## config.mk

```make
export PLATFORM = sky130hd
export DESIGN_NAME = ultrasonic_ranging_median
export DESIGN_NICKNAME = d
export VERILOG_FILES = /design/src/design/urm_pkg.sv /design/src/design/urm_ctrl.sv /design/src/design/urm_datapath.sv /design/src/design/ultrasonic_ranging_median.sv
export SDC_FILE = /design/constraint.sdc
export NUM_CORES = 2
export LEC_CHECK = 0
export BUFFER_PORTS_ARGS = -buffer_cell sky130_fd_sc_hd__buf_2
export CORE_MARGIN = 3
export CORE_UTILIZATION = 55
export DETAILED_ROUTE_END_ITERATION = 10
export GPL_ROUTABILITY_DRIVEN = 0
export HOLD_SLACK_MARGIN = 0.1
export PLACE_DENSITY = 0.75
export SETUP_SLACK_MARGIN = 0.15
export SYNTH_ARGS = -nofsm -noshare
export SYNTH_HDL_FRONTEND = slang
export SYNTH_HIERARCHICAL = 1
export SYNTH_SLANG_ARGS = --single-unit
```

## constraint.sdc

```tcl
create_clock -name clock -period 8.6 [get_ports clock]
set_input_delay 1.29 -clock clock [delete_from_list [all_inputs] [get_ports clock]]
set_output_delay 1.29 -clock clock [all_outputs]
set_load 0.05 [all_outputs]
```

## src/design/urm_pkg.sv

```systemverilog
// Shared types and constants for the ultrasonic ranging median block.
// Used by urm_ctrl, urm_datapath and ultrasonic_ranging_median; no dependencies.
package urm_pkg;

   // Fixed field widths.
   localparam int TIMER_BITS = 16;
   localparam int OVF_W      = 8;
   localparam int Q24_W      = 24;
   localparam int TICKS_W    = 24;
   localparam int DIST_W     = 22;
   localparam int SEQ_W      = 3;
   localparam int CMD_W      = 2;

   // Packed channel widths, padded to whole bytes.
   localparam int REQ_DATA_W = 48;
   localparam int RSP_DATA_W = 32;

   localparam logic [Q24_W-1:0]  CFG_RESET = 24'd287729;
   localparam logic [DIST_W-1:0] DIST_MAX  = 22'h3F_FFFF;

   // Host commands.
   localparam logic [CMD_W-1:0] CMD_FIRE  = 2'd0;
   localparam logic [CMD_W-1:0] CMD_START = 2'd1;
   localparam logic [CMD_W-1:0] CMD_STOP  = 2'd2;
   localparam logic [CMD_W-1:0] CMD_READ  = 2'd3;

   // Ranging sequencer state codes as seen on the result channel.
   localparam logic [SEQ_W-1:0] SEQ_WAIT_START      = 3'd0;
   localparam logic [SEQ_W-1:0] SEQ_TRIGGER         = 3'd1;
   localparam logic [SEQ_W-1:0] SEQ_WAIT_ECHO_START = 3'd2;
   localparam logic [SEQ_W-1:0] SEQ_WAIT_ECHO_END   = 3'd3;
   localparam logic [SEQ_W-1:0] SEQ_SET_DISTANCE    = 3'd4;

   // Controller states, one-hot.
   typedef enum logic [5:0] {
      CTL_IDLE   = 6'b000001,
      CTL_MUL    = 6'b000010,
      CTL_STORE  = 6'b000100,
      CTL_SORT   = 6'b001000,
      CTL_MEDIAN = 6'b010000,
      CTL_EMIT   = 6'b100000
   } ctl_state_type;

   // Commands from the controller to the datapath.
   typedef struct packed {
      logic load;
      logic mul;
      logic store;
      logic sort_step;
      logic median;
      logic emit;
   } cmd_type;

   // Status from the datapath to the controller.
   typedef struct packed {
      logic rec;        // the item being offered records a sample
      logic last;       // the sample being stored completes a block
      logic sort_done;  // current sort pass is the final one
      logic slot_free;  // the result register can take a new item
   } sts_type;

endpackage

```

## src/design/urm_ctrl.sv

```systemverilog
// Controller state machine for the ultrasonic ranging median block.
// Depends on urm_pkg; drives urm_datapath through cmd_type and reads sts_type.
module urm_ctrl (
   input  logic             clock,
   input  logic             reset,
   input  logic             req_tvalid,
   output logic             req_tready,
   input  urm_pkg::sts_type sts,
   output urm_pkg::cmd_type cmd
);
   import urm_pkg::*;

   ctl_state_type state_ff, state_in;
   logic          accept;

   assign req_tready = (state_ff == CTL_IDLE);
   assign accept     = req_tvalid && req_tready;

   always_comb begin
      state_in = state_ff;
      unique case (state_ff)
         CTL_IDLE: begin
            if (accept) begin
               state_in = sts.rec ? CTL_MUL : CTL_EMIT;
            end
         end
         CTL_MUL: begin
            state_in = CTL_STORE;
         end
         CTL_STORE: begin
            state_in = sts.last ? CTL_SORT : CTL_EMIT;
         end
         CTL_SORT: begin
            if (sts.sort_done) begin
               state_in = CTL_MEDIAN;
            end
         end
         CTL_MEDIAN: begin
            state_in = CTL_EMIT;
         end
         CTL_EMIT: begin
            if (sts.slot_free) begin
               state_in = CTL_IDLE;
            end
         end
         default: begin
            state_in = CTL_IDLE;
         end
      endcase
   end

   always_comb begin
      cmd           = '0;
      cmd.load      = accept;
      cmd.mul       = (state_ff == CTL_MUL);
      cmd.store     = (state_ff == CTL_STORE);
      cmd.sort_step = (state_ff == CTL_SORT);
      cmd.median    = (state_ff == CTL_MEDIAN);
      cmd.emit      = (state_ff == CTL_EMIT) && sts.slot_free;
   end

   always_ff @(posedge clock) begin
      if (reset) begin
         state_ff <= CTL_IDLE;
      end else begin
         state_ff <= state_in;
      end
   end

endmodule

```

## src/design/urm_datapath.sv

```systemverilog
// Datapath of the ultrasonic ranging median block: sequencer registers, echo
// width, scaling multiplier, sample store, sort network, median and result register.
// Depends on urm_pkg; commanded by urm_ctrl.
module urm_datapath #(
   parameter int NUM_SAMPLES = 5
) (
   input  logic                             clock,
   input  logic                             reset,
   input  logic [urm_pkg::REQ_DATA_W-1:0]   req_tdata,
   input  logic [urm_pkg::CMD_W-1:0]        req_tuser,
   output logic                             rsp_tvalid,
   input  logic                             rsp_tready,
   output logic [urm_pkg::RSP_DATA_W-1:0]   rsp_tdata,
   input  logic                             csr_wr_en,
   input  logic [urm_pkg::Q24_W-1:0]        csr_wr_data,
   input  urm_pkg::cmd_type                 cmd,
   output urm_pkg::sts_type                 sts
);
   import urm_pkg::*;

   localparam int IDX_W = (NUM_SAMPLES > 1) ? $clog2(NUM_SAMPLES) : 1;

   // Unpacked request fields.
   logic [CMD_W-1:0]      command;
   logic                  trigger_ok;
   logic                  trigger_end;
   logic [TIMER_BITS-1:0] echo_rise_tick;
   logic [TIMER_BITS-1:0] echo_fall_tick;
   logic [OVF_W-1:0]      echo_wraps;
   logic                  echo_received;

   assign command        = req_tuser;
   assign trigger_ok     = req_tdata[0];
   assign trigger_end    = req_tdata[1];
   assign echo_rise_tick = req_tdata[17:2];
   assign echo_fall_tick = req_tdata[33:18];
   assign echo_wraps     = req_tdata[41:34];
   assign echo_received  = req_tdata[42];

   logic [Q24_W-1:0]   cfg_ff, cfg_in;
   logic [SEQ_W-1:0]   seq_ff, seq_in;
   logic               enabled_ff, enabled_in;
   logic [DIST_W-1:0]  median_ff, median_in;
   logic               ready_ff, ready_in;
   logic [IDX_W-1:0]   idx_ff, idx_in;
   logic [IDX_W-1:0]   pass_ff, pass_in;
   logic [3:0]         pulse_ff, pulse_in;  // start, stop trigger, stop echo, stop sensor
   logic [TICKS_W-1:0] ticks_ff, ticks_in;
   logic [2*Q24_W-1:0] prod_ff, prod_in;
   logic [DIST_W-1:0]  store_ff [NUM_SAMPLES];
   logic [DIST_W-1:0]  store_in [NUM_SAMPLES];
   logic [DIST_W-1:0]  sorted_w [NUM_SAMPLES];
   logic               rsp_valid_ff, rsp_valid_in;
   logic [RSP_DATA_W-1:0] rsp_data_ff, rsp_data_in;

   logic               rec_w;
   logic [OVF_W-1:0]   ovf_eff;
   logic [TICKS_W-1:0] cm_raw;
   logic [DIST_W-1:0]  cm_sat;
   logic [DIST_W:0]    mid_sum;
   logic [DIST_W-1:0]  median_w;

   assign rec_w = (command == CMD_FIRE) && (seq_ff == SEQ_WAIT_ECHO_END) && echo_received;

   // A wrapped echo with no overflow counted still spans one wrap.
   assign ovf_eff = ((echo_fall_tick < echo_rise_tick) && (echo_wraps == '0)) ?
                    OVF_W'(1) : echo_wraps;
   assign ticks_in = {ovf_eff, TIMER_BITS'(0)}
                   + {{(TICKS_W-TIMER_BITS){1'b0}}, echo_fall_tick}
                   - {{(TICKS_W-TIMER_BITS){1'b0}}, echo_rise_tick};

   assign prod_in = {{Q24_W{1'b0}}, ticks_ff} * {{Q24_W{1'b0}}, cfg_ff};
   assign cm_raw  = prod_ff[2*Q24_W-1:Q24_W];
   assign cm_sat  = (cm_raw[TICKS_W-1:DIST_W] != '0) ? DIST_MAX : cm_raw[DIST_W-1:0];

   // One odd-even transposition phase over disjoint neighbor pairs.
   always_comb begin
      sorted_w = store_ff;
      for (int j = 0; j < NUM_SAMPLES - 1; j++) begin
         if ((j[0] == pass_ff[0]) && (store_ff[j] > store_ff[j+1])) begin
            sorted_w[j]   = store_ff[j+1];
            sorted_w[j+1] = store_ff[j];
         end
      end
   end

   always_comb begin
      mid_sum = '0;
      if ((NUM_SAMPLES % 2) == 0) begin
         mid_sum  = {1'b0, store_ff[NUM_SAMPLES/2-1]} + {1'b0, store_ff[NUM_SAMPLES/2]};
         median_w = mid_sum[DIST_W:1];
      end else begin
         median_w = store_ff[NUM_SAMPLES/2];
      end
   end

   always_comb begin
      cfg_in     = csr_wr_en ? csr_wr_data : cfg_ff;
      seq_in     = seq_ff;
      enabled_in = enabled_ff;
      median_in  = median_ff;
      ready_in   = ready_ff;
      idx_in     = idx_ff;
      pass_in    = pass_ff;
      pulse_in   = pulse_ff;
      store_in   = store_ff;

      if (cmd.load) begin
         pulse_in = '0;
         case (command)
            CMD_START: begin
               enabled_in = 1'b1;
               idx_in     = '0;
               median_in  = '0;
            end
            CMD_STOP: begin
               enabled_in  = 1'b0;
               pulse_in[3] = 1'b1;
            end
            CMD_READ: begin
               ready_in = 1'b0;
            end
            default: begin
               case (seq_ff)
                  SEQ_TRIGGER: begin
                     if (trigger_end) begin
                        seq_in      = SEQ_WAIT_ECHO_START;
                        pulse_in[1] = 1'b1;
                     end
                  end
                  SEQ_WAIT_ECHO_START: begin
                     if (echo_rise_tick != '0) begin
                        seq_in = SEQ_WAIT_ECHO_END;
                     end
                  end
                  SEQ_WAIT_ECHO_END: begin
                     if (echo_received) begin
                        seq_in      = SEQ_SET_DISTANCE;
                        pulse_in[2] = 1'b1;
                     end
                  end
                  SEQ_SET_DISTANCE: begin
                     if (trigger_ok) begin
                        seq_in      = SEQ_TRIGGER;
                        pulse_in[0] = 1'b1;
                     end else if (!enabled_ff) begin
                        seq_in      = SEQ_WAIT_START;
                        pulse_in[3] = 1'b1;
                     end
                  end
                  default: begin
                     if (enabled_ff && trigger_ok) begin
                        seq_in      = SEQ_TRIGGER;
                        pulse_in[0] = 1'b1;
                     end
                  end
               endcase
            end
         endcase
      end

      if (cmd.store) begin
         store_in[idx_ff] = cm_sat;
         idx_in  = sts.last ? '0 : idx_ff + IDX_W'(1);
         pass_in = '0;
      end

      if (cmd.sort_step) begin
         store_in = sorted_w;
         pass_in  = pass_ff + IDX_W'(1);
      end

      if (cmd.median) begin
         median_in = median_w;
         ready_in  = 1'b1;
      end
   end

   assign sts.rec       = rec_w;
   assign sts.last      = (idx_ff == IDX_W'(NUM_SAMPLES - 1));
   assign sts.sort_done = (pass_ff == IDX_W'(NUM_SAMPLES - 1));
   assign sts.slot_free = !rsp_valid_ff || rsp_tready;

   always_comb begin
      rsp_valid_in = rsp_valid_ff && !rsp_tready;
      rsp_data_in  = rsp_data_ff;
      if (cmd.emit) begin
         rsp_valid_in = 1'b1;
         rsp_data_in  = {2'b00, pulse_ff[3], pulse_ff[2], pulse_ff[1], pulse_ff[0],
                         ready_ff, median_ff, seq_ff};
      end
   end

   assign rsp_tvalid = rsp_valid_ff;
   assign rsp_tdata  = rsp_data_ff;

   always_ff @(posedge clock) begin
      if (reset) begin
         cfg_ff       <= CFG_RESET;
         seq_ff       <= SEQ_WAIT_START;
         enabled_ff   <= 1'b0;
         median_ff    <= '0;
         ready_ff     <= 1'b0;
         idx_ff       <= '0;
         pass_ff      <= '0;
         rsp_valid_ff <= 1'b0;
      end else begin
         cfg_ff       <= cfg_in;
         seq_ff       <= seq_in;
         enabled_ff   <= enabled_in;
         median_ff    <= median_in;
         ready_ff     <= ready_in;
         idx_ff       <= idx_in;
         pass_ff      <= pass_in;
         rsp_valid_ff <= rsp_valid_in;
      end
   end

   // Payload registers.
   always_ff @(posedge clock) begin
      pulse_ff    <= pulse_in;
      store_ff    <= store_in;
      rsp_data_ff <= rsp_data_in;
      if (cmd.load) begin
         ticks_ff <= ticks_in;
      end
      if (cmd.mul) begin
         prod_ff <= prod_in;
      end
   end

endmodule

```

## src/design/ultrasonic_ranging_median.sv

```systemverilog
// Top level of the ultrasonic ranging median block.
// Depends on urm_pkg, urm_ctrl and urm_datapath.
//
//   Channel   Direction  Handshake              Contents
//   req_*     in         tvalid/tready          one host command with sensor flags and ticks
//   rsp_*     out        tvalid/tready          sequencer state, median, flag and pulses
//   csr_*     in         write enable only      cm_per_tick_q24 scale factor
//
// An item that records no sample goes from accept to emit; one that records a sample
// also passes multiply and store, and one that completes a block of NUM_SAMPLES also
// runs sort and median: one odd-even transposition pass per cycle over the sample store.
// Reset is synchronous and active high; it restores the sequencer, the flag, the
// median and the scale factor, and the block is ready in the next cycle.
// A new item is accepted while the previous result still waits in the result register;
// its own result waits in the controller until that register is taken.
module ultrasonic_ranging_median #(
   parameter int NUM_SAMPLES = 5
) (
   input  logic                           clock,
   input  logic                           reset,
   // Request item.
   input  logic                           req_tvalid,
   output logic                           req_tready,
   // From bit 0: trigger_ok, trigger_end, echo_rise_tick[15:0], echo_fall_tick[15:0],
   // echo_wraps[7:0], echo_received, zero padding.
   input  logic [urm_pkg::REQ_DATA_W-1:0] req_tdata,
   // From bit 0: command[1:0].
   input  logic [urm_pkg::CMD_W-1:0]      req_tuser,
   // Result item.
   output logic                           rsp_tvalid,
   input  logic                           rsp_tready,
   // From bit 0: fsm_state[2:0], range_cm[21:0], measurement_ready, start_trigger,
   // stop_trigger, stop_echo, stop_sensor, zero padding.
   output logic [urm_pkg::RSP_DATA_W-1:0] rsp_tdata,
   // Scale factor write.
   input  logic                           csr_wr_en,
   input  logic [urm_pkg::Q24_W-1:0]      csr_wr_data
);
   import urm_pkg::*;

   cmd_type cmd;
   sts_type sts;

   // The controller sequences each item: accept, optional multiply and store,
   // optional sort and median, then hand the result to the output register.
   urm_ctrl u_ctrl (
      .clock      (clock),
      .reset      (reset),
      .req_tvalid (req_tvalid),
      .req_tready (req_tready),
      .sts        (sts),
      .cmd        (cmd)
   );

   // The datapath holds every architectural register, including the ranging
   // sequencer state, the sample store and the result register.
   urm_datapath #(
      .NUM_SAMPLES (NUM_SAMPLES)
   ) u_datapath (
      .clock       (clock),
      .reset       (reset),
      .req_tdata   (req_tdata),
      .req_tuser   (req_tuser),
      .rsp_tvalid  (rsp_tvalid),
      .rsp_tready  (rsp_tready),
      .rsp_tdata   (rsp_tdata),
      .csr_wr_en   (csr_wr_en),
      .csr_wr_data (csr_wr_data),
      .cmd         (cmd),
      .sts         (sts)
   );

   // One item at a time: an accept moves the controller out of idle, so it is not ready right after it.
   a_one_item: assert property (@(posedge clock) disable iff (reset)
      (req_tvalid && req_tready) |=> !req_tready)
      else $error("request accepted while a previous item was still in progress");

   // At most one datapath command is active in any cycle.
   a_cmd_onehot: assert property (@(posedge clock) disable iff (reset)
      $onehot0(cmd))
      else $error("more than one datapath command in a cycle");

   // A result is only written into a free output register, so none is lost.
   a_emit_free: assert property (@(posedge clock) disable iff (reset)
      cmd.emit |-> (!rsp_tvalid || rsp_tready))
      else $error("result written over one not yet taken");

   // A sort pass is only ever entered from a store that completed a block.
   a_sort_entry: assert property (@(posedge clock) disable iff (reset)
      ($rose(cmd.sort_step)) |-> $past(cmd.store && sts.last))
      else $error("sort started without a completed block");

endmodule
```

==> impl_metrics.json <==
{
  "timing.setup.tns_ns": 0,
  "critPathKind": "flop to flop",
  "vias_per_cell": 5.608,
  "status": "complete, no violations",
  "netlist.area_leader.share": 0.3039,
  "critPathArrivalTime_ns": 8.09,
  "route.detailed.drc": 0,
  "ys_types": 79,
  "synth_cells": 3277,
  "ff2ff_setup_slack_ns": 0.82,
  "start_kind": "flop",
  "wirelength_um": 76430,
  "clock_path_buffers": 3,
  "setup_viol": 0,
  "grt_pass1_vias": 23903,
  "syn_area_um2": 31750,
  "period_share": 0.9042,
  "track_usage": 0.2595,
  "min_from": "u_datapath/pulse_ff[1]$_SDFFCE_PP0P_",
  "initial_utilization": 0.5598,
  "die_y_um": 246.3,
  "cts_sinks": 256,
  "cts_tree": "done",
  "drv_cap": 0,
  "postRouteAntennaNets": 0,
  "nets": 4157,
  "synth-edff-count": 192,
  "io_pins": 113,
  "synth_flop_cell": "edfxtp_1",
  "ys_seq_elements": 256,
  "die_area_um2": 60650,
  "slowest_stage": "edfxtp_1",
  "max_freq_mhz": 128.6,
  "r2r-start": "u_datapath/ticks_ff[9]$_DFFE_PP_",
  "cts.clk_slew.worst_paths_ns": 0.06,
  "grt.overflow.total": 0,
  "crit_family": "adder cells",
  "crit_chain": "nand2_1 > fa_1 > fa_1 > inv_1 > fa_1 > inv_1 > fa_1 > inv_1 > fa_1 > fa_1 > inv_1 > fa_1 > inv_1 > ha_1 > a21oi_1 > o21ai_0 > a311oi_1 > o41ai_1 > a211oi_2 > o31ai_4 > a221o_2 > nand4_1 > o311ai_2",
  "die_w_um": 246.3,
  "cts_buffers": 30,
  "hp-class": "flop to flop",
  "hold_buffers": 0,
  "dp_hpwl_um": 59430,
  "multiInputGateArea_um2": 21650,
  "finalHoldViolations": 0,
  "cts_setup_buffers": 0,
  "hold_path_depth": 0,
  "wire_per_inst_um": 18.67,
  "drive_above_1_share": 0.06954,
  "placeableCoreArea_um2": 56710,
  "drv_slew": 0,
  "path_max_fanout": 24,
  "endpoint_kind": "flop",
  "rsz0062_at_grt": "no",
  "netlist.top_cell.by_area": "fa_1",
  "async_reset_ff_frac": 0,
  "cp_common_cell": "fa_1",
  "syn_avg_cell_area_um2": 9.689,
  "cts-resized-gates": 0,
  "seqCellArea_um2": 7047,
  "rows": 87,
  "worstHoldEndpoint": "u_datapath/rsp_tdata[27]$_DFFE_PP_",
  "via_count": 22952,
  "fin_worst_skew_ns": 0.01894,
  "worst_slew_pin_slew_ns": 1.294,
  "grt_pass1_wl_um": 124600,
  "clock_tree.root_cell": "clkbuf_16",
  "clk_latency_ns": 0.59,
  "critPathBufInv": 5,
  "drtPass1Iterations": 7,
  "dr.first_iter.drc_count": 1536,
  "r2r_end": "u_datapath/prod_ff[45]$_DFFE_PP_",
  "critPathRequiredTime_ns": 8.92,
  "nFillCells": 4811,
  "grt_max_degree": 63,
  "max-slew-margin-rel": 0.1371,
  "grt_antenna_before_repair": 2,
  "htreeDepth": 1,
  "area_growth_pct": 7.495,
  "min_period_ns": 7.776,
  "yosysSeqAreaShare": 0.2219,
  "synth_area_leaders": "fa_1 (30%), edfxtp_1 (18%), ha_1 (11%), inv_1 (7.9%), and2_1 (5.7%)",
  "portBuffers": 105,
  "rr_worst_depth": 23,
  "cpPeakStageDelay_ns": 1.15,
  "ys.warnings.count": 6
}
==> through the flow <==
stage | area, um^2 | setup slack (ns) | cells | util | hold WS [ns]
detailed placement | 33040 | 0.8843 | 4036 | 0.5827 | 0.4083
global placement | 33040 | 0.9502 | 4036 | 0.5827 | 0.4061
floorplan | 31750 | 1.837 | 3278 | - | 0.4003
global route | 34130 | 0.5256 | 4092 | 0.6018 | 0.4364
finish | 34130 | 0.8238 | 4093 | 0.6018 | 0.4190
CTS | 34130 | 0.8712 | 4092 | 0.6018 | 0.4207
==> cell usage in the layout (no fill, tap or decap), types with 46 or more instances in the layout <==
master    count
fa_1        482
a221o_1      46
ha_1        284
buf_4        48
nor2_1      151
and2_1      288
o21ai_0      47
edfxtp_1    192
nand2_1     335
buf_2       105
dfxtp_1      64
a21oi_1      92
a21o_1       53
inv_1       669
==> flip-flops by register name (all words and copies together) (netlist names) <==
signal,cells
u_datapath/prod_ff,24
u_datapath/cfg_ff,24
u_datapath/median_w,22
u_ctrl/state_ff,6
u_datapath/median_ff,22
u_datapath/ready_ff,1
u_datapath/idx_ff,3
u_datapath/ticks_ff,24
u_datapath/pass_ff,3
u_datapath/rsp_tdata,30
u_datapath/enabled_ff,1
u_datapath/rsp_tvalid,1
u_datapath/pulse_ff,4
u_datapath/seq_ff,3
u_datapath/store_ff,88
==> layout make-up <==
cell class              instances  share of cell area
flip-flops and latches        256              0.2065
multi-input cells            2202              0.6345
repair buffers                153             0.02596
well taps                     756             0.02771
diodes                          1          0.00007332
clock inverters                19            0.006195
clock buffers                  37             0.02555
inverters                     669             0.07358
==> how the worst max path moves through the flow <==
stage                                       from                                to  slack [ns]  cells past startpoint
3_3_place_gp   u_datapath/cfg_ff[2]$_SDFFE_PP0P_  u_datapath/prod_ff[45]$_DFFE_PP_        0.95                     23
5_1_grt        u_datapath/cfg_ff[2]$_SDFFE_PP0P_  u_datapath/prod_ff[45]$_DFFE_PP_        0.53                     22
6_report        u_datapath/ticks_ff[9]$_DFFE_PP_  u_datapath/prod_ff[45]$_DFFE_PP_        0.82                     23
4_1_cts         u_datapath/ticks_ff[9]$_DFFE_PP_  u_datapath/prod_ff[45]$_DFFE_PP_        0.87                     23
3_5_place_dp    u_datapath/ticks_ff[9]$_DFFE_PP_  u_datapath/prod_ff[45]$_DFFE_PP_        0.88                     23
2_1_floorplan  u_datapath/ticks_ff[16]$_DFFE_PP_  u_datapath/prod_ff[45]$_DFFE_PP_        1.84                     24
==> cell families (layout without fill, tap and decap cells) <==
family / after synthesis / after routing / share of synthesized area
AND/OR/NAND/NOR: 931 / 931 / 0.1456
buffers and inverters: 820 / 878 / 0.09753
adder cells (fa/ha/maj): 766 / 766 / 0.4158
AO/OA/AOI/OAI: 419 / 419 / 0.09422
flip-flops: 256 / 256 / 0.2219
XOR/XNOR: 46 / 46 / 0.01269
multiplexers: 38 / 38 / 0.01202
other: 1 / 3 / 0.0001181
==> metal layers <==
layer  vias to the layer above  track usage  share of wire
met5                         -            0        0.00016
met4                         2      0.07390          0.030
met3                       165      0.06432          0.092
met2                       829       0.4218           0.46
met1                     11435       0.3474           0.42
li1                      10521            -              -
==> cell usage after synthesis, types with 10 or more instances <==
| cell | number |
|---|---|
| o21a_1 | 11 |
| a21oi_1 | 94 |
| nor4_1 | 10 |
| a22oi_1 | 23 |
| inv_1 | 669 |
| xnor2_1 | 33 |
| a211o_1 | 14 |
| edfxtp_1 | 192 |
| nand3_1 | 19 |
| dfxtp_1 | 64 |
| fa_1 | 482 |
| and2_1 | 288 |
| a21o_1 | 53 |
| nor3_1 | 14 |
| mux2i_1 | 37 |
| a221o_1 | 46 |
| xor2_1 | 13 |
| o22ai_1 | 45 |
| o21ai_0 | 48 |
| clkbuf_1 | 140 |
| o2bb2ai_1 | 22 |
| nand4_1 | 25 |
| nand2b_1 | 18 |
| nand2_1 | 335 |
| ha_1 | 284 |
| nor2b_1 | 30 |
| nor2_1 | 152 |
Power is left out: the tool's default activity adds up to more than one toggle a clock period on the data nets, which glitch-free logic cannot reach.
